--- src/hdl/mcspt_pkg.sv ---
// ----------------------------------------------------------------------------
// mcspt_pkg
// Shared types and constants for the multi-channel strobe pulse timer.
// ----------------------------------------------------------------------------
package mcspt_pkg;

  // Default channel count and microsecond clock width.
  localparam int CHANNELS_DEF  = 6;
  localparam int TIME_BITS_DEF = 32;

  // Fixed field widths of the stream words.
  localparam int CH_W    = 3;
  localparam int ARG_W   = 32;
  localparam int MASK_W  = 6;

  // Input word: channel, delay_us, width_us, padded to whole bytes.
  localparam int IN_FIELDS_W = CH_W + 2 * ARG_W;
  localparam int IN_DATA_W   = ((IN_FIELDS_W + 7) / 8) * 8;

  // Result word: illumination_on, armed_mask, started_mask, ended_mask.
  localparam int OUT_FIELDS_W = 1 + 3 * MASK_W;
  localparam int OUT_DATA_W   = ((OUT_FIELDS_W + 7) / 8) * 8;

  // Item kind carried in tuser.
  typedef enum logic [0:0] {
    OP_TICK = 1'b0,
    OP_ARM  = 1'b1
  } op_t;

endpackage

--- src/hdl/multi_channel_strobe_pulse_timer.sv ---
// ----------------------------------------------------------------------------
// multi_channel_strobe_pulse_timer
// Multi-channel delayed strobe generator driving one shared illumination
// output, with stream input and result channels.
// ----------------------------------------------------------------------------
// The block returns exactly one result word for each word that it takes: the
// word is first captured in an input register, then all channel checks run in
// parallel and the result is loaded into the output register. An arm word
// (tuser = 1) stores the current microsecond time, a delay and a width for one
// channel; a tick word (tuser = 0) advances the time by one microsecond and
// checks the armed channels, channel 0 first, the last action within a tick
// deciding the light level. An arm word naming a channel that does not exist
// changes nothing but still returns a result. Throughput is one word per clock
// while the result side is not stalled, set by the single registered pass
// over all channel comparators.
module multi_channel_strobe_pulse_timer #(
  parameter int CHANNELS  = mcspt_pkg::CHANNELS_DEF,
  parameter int TIME_BITS = mcspt_pkg::TIME_BITS_DEF
) (
  input  logic                              clk,
  input  logic                              rst_n,
  // Input stream.
  input  logic                              in_tvalid,
  output logic                              in_tready,
  // [2:0] channel, [34:3] delay_us, [66:35] width_us, upper bits zero.
  input  logic [mcspt_pkg::IN_DATA_W-1:0]   in_tdata,
  // [0] operation.
  input  logic [0:0]                        in_tuser,
  // Result stream.
  output logic                              out_tvalid,
  input  logic                              out_tready,
  // [0] illumination_on, [6:1] armed_mask, [12:7] started_mask,
  // [18:13] ended_mask, upper bits zero.
  output logic [mcspt_pkg::OUT_DATA_W-1:0]  out_tdata
);
  import mcspt_pkg::*;

  // Comparison width: holds the elapsed time and the unwrapped end time.
  localparam int CMP_W   = (TIME_BITS > ARG_W + 1) ? TIME_BITS : ARG_W + 1;
  localparam int PAD_W   = (CHANNELS > MASK_W) ? CHANNELS : MASK_W;
  localparam int CHCMP_W = ($clog2(CHANNELS + 1) > CH_W) ? $clog2(CHANNELS + 1) : CH_W;

  // Input register.
  logic              s1_valid_r;
  op_t               s1_op_r;
  logic [CH_W-1:0]   s1_ch_r;
  logic [ARG_W-1:0]  s1_delay_r;
  logic [ARG_W-1:0]  s1_width_r;

  // Timer state.
  logic [TIME_BITS-1:0] now_r;
  logic [TIME_BITS-1:0] edge_time_r   [CHANNELS];
  logic [ARG_W-1:0]     pulse_delay_r [CHANNELS];
  logic [ARG_W-1:0]     pulse_width_r [CHANNELS];
  logic [CHANNELS-1:0]  armed_r;
  logic [CHANNELS-1:0]  level_r;
  logic                 light_r;

  // Output register.
  logic                  out_valid_r;
  logic                  out_light_r;
  logic [MASK_W-1:0]     out_armed_r;
  logic [MASK_W-1:0]     out_started_r;
  logic [MASK_W-1:0]     out_ended_r;

  // Next values.
  logic [TIME_BITS-1:0] now_nxt;
  logic [CHANNELS-1:0]  armed_nxt;
  logic [CHANNELS-1:0]  level_nxt;
  logic                 light_nxt;
  logic [CHANNELS-1:0]  started_nxt;
  logic [CHANNELS-1:0]  ended_nxt;
  logic [CHANNELS-1:0]  arm_hit;

  // Per-channel comparison terms.
  logic [TIME_BITS-1:0] elapsed  [CHANNELS];
  logic [CMP_W-1:0]     end_time [CHANNELS];
  logic [CHANNELS-1:0]  past_delay;
  logic [CHANNELS-1:0]  past_end;

  logic advance;
  logic fire;

  // Handshake: the result register frees up when empty or being taken.
  assign advance   = !out_valid_r || out_tready;
  assign in_tready = !s1_valid_r || advance;
  assign fire      = s1_valid_r && advance;

  // Input register.
  always_ff @(posedge clk) begin
    if (!rst_n) begin
      s1_valid_r <= 1'b0;
    end else if (in_tready) begin
      s1_valid_r <= in_tvalid;
    end
  end

  always_ff @(posedge clk) begin
    if (in_tvalid && in_tready) begin
      s1_op_r    <= op_t'(in_tuser[0]);
      s1_ch_r    <= in_tdata[CH_W-1:0];
      s1_delay_r <= in_tdata[CH_W +: ARG_W];
      s1_width_r <= in_tdata[CH_W + ARG_W +: ARG_W];
    end
  end

  // Channel checks, all in parallel, against the advanced clock.
  assign now_nxt = now_r + TIME_BITS'(1);

  always_comb begin
    for (int c = 0; c < CHANNELS; c++) begin
      elapsed[c]  = now_nxt - edge_time_r[c];
      end_time[c] = CMP_W'(pulse_delay_r[c]) + CMP_W'(pulse_width_r[c]);
      past_delay[c] = CMP_W'(elapsed[c]) >= CMP_W'(pulse_delay_r[c]);
      past_end[c]   = CMP_W'(elapsed[c]) >= end_time[c];
      arm_hit[c]    = (s1_op_r == OP_ARM) &&
                      (CHCMP_W'(s1_ch_r) == CHCMP_W'(c));
    end
  end

  // Start and end events, with the light decided by the last channel acting.
  always_comb begin
    armed_nxt   = armed_r;
    level_nxt   = level_r;
    light_nxt   = light_r;
    started_nxt = '0;
    ended_nxt   = '0;
    if (s1_op_r == OP_ARM) begin
      armed_nxt = armed_r | arm_hit;
    end else begin
      for (int c = 0; c < CHANNELS; c++) begin
        if (armed_r[c]) begin
          if (past_delay[c] && !level_r[c]) begin
            started_nxt[c] = 1'b1;
            level_nxt[c]   = 1'b1;
            light_nxt      = 1'b1;
          end
          if (past_end[c] && (level_r[c] || started_nxt[c])) begin
            ended_nxt[c] = 1'b1;
            level_nxt[c] = 1'b0;
            armed_nxt[c] = 1'b0;
            light_nxt    = 1'b0;
          end
        end
      end
    end
  end

  // Control state.
  always_ff @(posedge clk) begin
    if (!rst_n) begin
      now_r   <= '0;
      armed_r <= '0;
      level_r <= '0;
      light_r <= 1'b0;
    end else if (fire) begin
      if (s1_op_r == OP_TICK) begin
        now_r <= now_nxt;
      end
      armed_r <= armed_nxt;
      level_r <= level_nxt;
      light_r <= light_nxt;
    end
  end

  // Per-channel arm parameters; only read while the channel is armed.
  always_ff @(posedge clk) begin
    for (int c = 0; c < CHANNELS; c++) begin
      if (fire && arm_hit[c]) begin
        edge_time_r[c]   <= now_r;
        pulse_delay_r[c] <= s1_delay_r;
        pulse_width_r[c] <= s1_width_r;
      end
    end
  end

  // Result register.
  always_ff @(posedge clk) begin
    if (!rst_n) begin
      out_valid_r <= 1'b0;
    end else if (advance) begin
      out_valid_r <= s1_valid_r;
    end
  end

  always_ff @(posedge clk) begin
    if (fire) begin
      out_light_r   <= light_nxt;
      out_armed_r   <= PAD_W'(armed_nxt) & PAD_W'({MASK_W{1'b1}});
      out_started_r <= PAD_W'(started_nxt) & PAD_W'({MASK_W{1'b1}});
      out_ended_r   <= PAD_W'(ended_nxt) & PAD_W'({MASK_W{1'b1}});
    end
  end

  assign out_tvalid = out_valid_r;
  assign out_tdata  = OUT_DATA_W'({out_ended_r, out_started_r, out_armed_r, out_light_r});

  // A channel that has ended its pulse is no longer armed.
  a_ended_disarms : assert property (@(posedge clk) disable iff (!rst_n)
    out_valid_r |-> ((out_ended_r & out_armed_r) == '0))
    else $error("ended channel still reported armed");

  // A channel that started without ending stays armed.
  a_started_armed : assert property (@(posedge clk) disable iff (!rst_n)
    out_valid_r |-> ((out_started_r & ~out_ended_r & ~out_armed_r) == '0))
    else $error("started channel not armed");

  // A strobe level is only held by an armed channel.
  a_level_armed : assert property (@(posedge clk) disable iff (!rst_n)
    (level_r & ~armed_r) == '0)
    else $error("strobe level high on a disarmed channel");

  // The clock only moves on an accepted tick.
  a_now_tick : assert property (@(posedge clk) disable iff (!rst_n)
    !(fire && s1_op_r == OP_TICK) |=> $stable(now_r))
    else $error("time advanced without a tick");

  // With the input register empty, the input side is always ready.
  a_ready_empty : assert property (@(posedge clk) disable iff (!rst_n)
    !s1_valid_r |-> in_tready)
    else $error("input stalled while input register empty");

endmodule

--- config.mk ---
export PLATFORM = sky130hd
export DESIGN_NAME = multi_channel_strobe_pulse_timer
export DESIGN_NICKNAME = d
export VERILOG_FILES = /design/src/hdl/mcspt_pkg.sv /design/src/hdl/multi_channel_strobe_pulse_timer.sv
export SDC_FILE = /design/constraint.sdc
export NUM_CORES = 2
export LEC_CHECK = 0
export BUFFER_PORTS_ARGS = -buffer_cell sky130_fd_sc_hd__buf_2
export CELL_PAD_IN_SITES_DETAIL_PLACEMENT = 0
export CELL_PAD_IN_SITES_GLOBAL_PLACEMENT = 1
export CORE_MARGIN = 10
export CORE_UTILIZATION = 56
export CTS_CLUSTER_SIZE = 28
export DETAILED_ROUTE_END_ITERATION = 10
export GPL_ROUTABILITY_DRIVEN = 0
export PLACE_DENSITY_LB_ADDON = 0.1
export SLEW_MARGIN = 30
export SYNTH_ARGS = -nofsm -noshare
export SYNTH_HDL_FRONTEND = slang
export SYNTH_SLANG_ARGS = --single-unit
--- constraint.sdc ---
create_clock -name clk -period 33.8 [get_ports clk]
set_input_delay 1.69 -clock clk [delete_from_list [all_inputs] [get_ports clk]]
set_output_delay 1.69 -clock clk [all_outputs]
set_load 0.02 [all_outputs]
==> flow_metrics.tcl <==
set metrics [dict create \
    cts_root_buf "clkbuf_16" \
    synth_area_per_cell_sq_um 10.53 \
    vias 37160 \
    max_freq_ghz 0.09352 \
    grt_util_all_layers 0.2960 \
    overflow 0 \
    cp_max_fo 10 \
    dpl.cell_count 5945 \
    drive_gt1_frac 0.06735 \
    cts_resized 0 \
    leakagePower_nw 22.98 \
    cp_slowest_stage_delay_ns 0.75 \
    p_sw_uw 460.5 \
    path_delay_family "compound AO/OA/AOI/OAI gates" \
    hold_buffers 0 \
    finalHoldViolCount 0 \
    crit_slowest_cell "o41ai_1" \
    routed_wl_microns 150300 \
    power_frac_seq 0.489 \
    port_buffers 92 \
    ys_warn_count 0 \
    hp-class "flop to flop" \
    post-route-min-period_ns 10.69 \
    cp.required_ns 34.29 \
    first_pass_iters 8 \
    die_h_microns 316.6 \
    slew_headroom 0.2481 \
    grt_pass1_vias 35460 \
    antenna_found_initial 17 \
    post-cts-setup-buffers 0 \
    routedWlPerCell_microns 24.60 \
    drtIter0Drc 3433 \
    grt_pass1_wl_microns 220200 \
    rsz0062_at_grt "no" \
    criticalPathCategory "flop to flop" \
    initial_core_util 0.5661 \
    ios 103 \
    worstSetupStartpointType "flop" \
    p_int_mw 1.571 \
    cts_tree "done" \
    clock_path_buffers 3 \
    dieArea_sq_um 100200 \
    power_density_nw_per_um2 37.33 \
    pwr-share-comb 0.044 \
    setup_tns_ns 0 \
    worst_pin_slew_ns 1.126 \
    status "finished, final reports clean" \
    synthFlopType "edfxtp_1" \
    synth_cell_types 83 \
    fill_cells 7271 \
    ys_async_sr_fraction 0 \
    arrival_ns 11.18 \
    netlist_area_sq_um 49270 \
    fin_skew_ns 0.02057 \
    post_layout_nonfiller_instances 6109 \
    slew_viol_final 0 \
    netlist_instances 4677 \
    cts_sinks 710 \
    insertion_delay_ns 0.66 \
    htreeDepth 3 \
    final_core_util 0.6253 \
    synth_seq_cells 710 \
    vias_per_cell 6.083 \
    core_sq_um 87020 \
    dpl.hpwl_microns 117000 \
    setup_viol 0 \
    clkTransAtPathRegs_ns 0.05 \
    finalCritPeriodShare 0.3163 \
    end_kind "flop" \
    numCtsBuffers 84 \
    drc_errors 0 \
    swShare 0.2266 \
    die_w_microns 316.6 \
    final_nets 5728 \
    yosysSeqAreaShare 0.4232 \
    path_buf_inv 1 \
    max-cap-violations 0 \
    finalPower_mw 2.032 \
    area_delta_synth_final_pct 10.46 \
    power_frac_clock 0.467 \
    drtAntennaViolNets 0 \
    grt_start_max_net_pins 71 \
    fp-row-count 108 \
    synth_edf_count 663 \
    ir_worst_vdd_mv 0.04124 \
]
[synthesized netlist by cell type (16+ instances only)]
cell type	count	area, sq um
nor4_1	17	106.4
nand2_1	208	780.8
nor2b_1	77	481.7
and2_1	47	294.0
nand4_1	84	525.5
nor2_1	257	964.7
edfxtp_1	663	19910
nand3_1	98	490.5
a21boi_0	22	165.2
xnor2_1	251	2198
a31oi_1	25	156.4
a211o_1	18	157.7
o211ai_1	29	217.7
a21o_1	190	1426
dfxtp_1	47	940.9
o31ai_1	16	120.1
ha_1	763	9547
nand2b_1	65	406.6
or3_1	27	168.9
inv_1	471	1768
xor2_1	130	1139
o21a_1	87	653.1
a2111oi_0	20	175.2
and3_1	44	275.3
nor3_1	75	375.4
clkbuf_1	27	101.4
o21bai_1	54	405.4
a21oi_1	383	1917
o21ai_0	227	1136
a211oi_1	51	382.9
[tightest hold or removal path, stage by stage, from the launching register on]
cell and delay, ns:
dfxtp_1 0.32, nand3_1 0.06, o21ai_1 0.05
[per-stage QoR]
stage	worst slack, ns	hold slack (ns)	instance area, sq um
final	23.11	0.4846	54420
after global routing	22.55	0.5208	54390
after CTS	23.21	0.4890	54360
after detailed placement	23.25	0.4822	51510
after global placement	23.01	0.4651	51480
after floorplan	21.29	0.4500	49280
[flip-flops by register name, indices dropped and copies added (netlist names), 6 cells and up]
signal	cells
out_ended_r	6
pulse_delay_r	192
edge_time_r	192
armed_r	6
s1_delay_r	32
pulse_width_r	192
now_r	32
out_started_r	6
level_r	6
out_armed_r	6
s1_width_r	32
[area by class of cell]
cell class	count	area (sq um)	share of cell area
Tap cell	1155	1445	0.02656
Timing Repair Buffer	144	860.8	0.01582
Clock inverter	46	534.3	0.009818
Multi-Input combinational cell	3465	26620	0.4892
Inverter	471	1768	0.03249
Antenna cell	10	25.02	0.0004598
Sequential cell	710	20850	0.3831
Clock buffer	108	2316	0.04256
[cells by family after synthesis]
logic type               after synthesis  share of synthesized area
other                                  1                 0.00007612
AO/OA/AOI/OAI                       1252                     0.1640
AND/OR/NAND/NOR                     1051                     0.1071
XOR/XNOR                             381                    0.06773
multiplexers                           1                  0.0002032
adder cells (fa/ha/maj)              775                     0.1986
buffers and inverters                506                    0.03906
flip-flops                           710                     0.4232
[layer usage]
metal | routed length, microns | vias to the layer above | global-route usage
met5 | 12 | - | 0
met2 | 62950 | 1365 | 0.4375
li1 | - | 17760 | -
met1 | 65020 | 17790 | 0.4182
met4 | 7024 | 2 | 0.1248
met3 | 15250 | 248 | 0.06133
[cells in the final DEF, fill, tap and decap left out, drive strengths merged, types with 22 or more instances in the layout]
| master | synthesis | routed |
|---|---|---|
| nand2b | 65 | 65 |
| xnor2 | 251 | 251 |
| a21oi | 384 | 384 |
| o21bai | 54 | 54 |
| clkinv | 0 | 22 |
| nand4 | 85 | 85 |
| edfxtp | 663 | 663 |
| nor2b | 77 | 77 |
| nor2 | 258 | 258 |
| and3 | 44 | 44 |
| nand3 | 98 | 98 |
| a2111oi | 22 | 22 |
| clkbuf | 27 | 108 |
| buf | 8 | 144 |
| a21o | 190 | 190 |
| and2 | 47 | 47 |
| a21boi | 22 | 22 |
| nand2 | 208 | 208 |
| o21a | 87 | 87 |
| or3 | 27 | 27 |
| nor3 | 75 | 75 |
| a31oi | 25 | 25 |
| o211ai | 29 | 29 |
| inv | 471 | 473 |
| xor2 | 130 | 130 |
| o21ai | 237 | 237 |
| ha | 763 | 763 |
| a211oi | 51 | 51 |
| dfxtp | 47 | 47 |
[power by group through the flow]
stage               sequential, mW  clock (mW)  combinational (mW)
floorplan                    0.995           0              0.0568
global placement              1.01           0              0.0879
detailed placement            1.01           0              0.0890
CTS                          0.992       0.958              0.0899
global route                 0.993       0.990               0.100
finish                       0.993       0.948              0.0904
[worst paths after layout]
| path | cells after the start | slack (ns) | end | start |
|---|---|---|---|---|
| worst max-delay path | 32 | 23.11 | out_light_r | now_r[1] |
| worst min-delay path | 2 | 0.48 | light_r | light_r |
| worst max register to register | 32 | 23.11 | out_light_r | now_r[1] |
| worst min register to register | 2 | 0.48 | light_r | light_r |
Note: power is estimated with default switching activity, not from simulation.
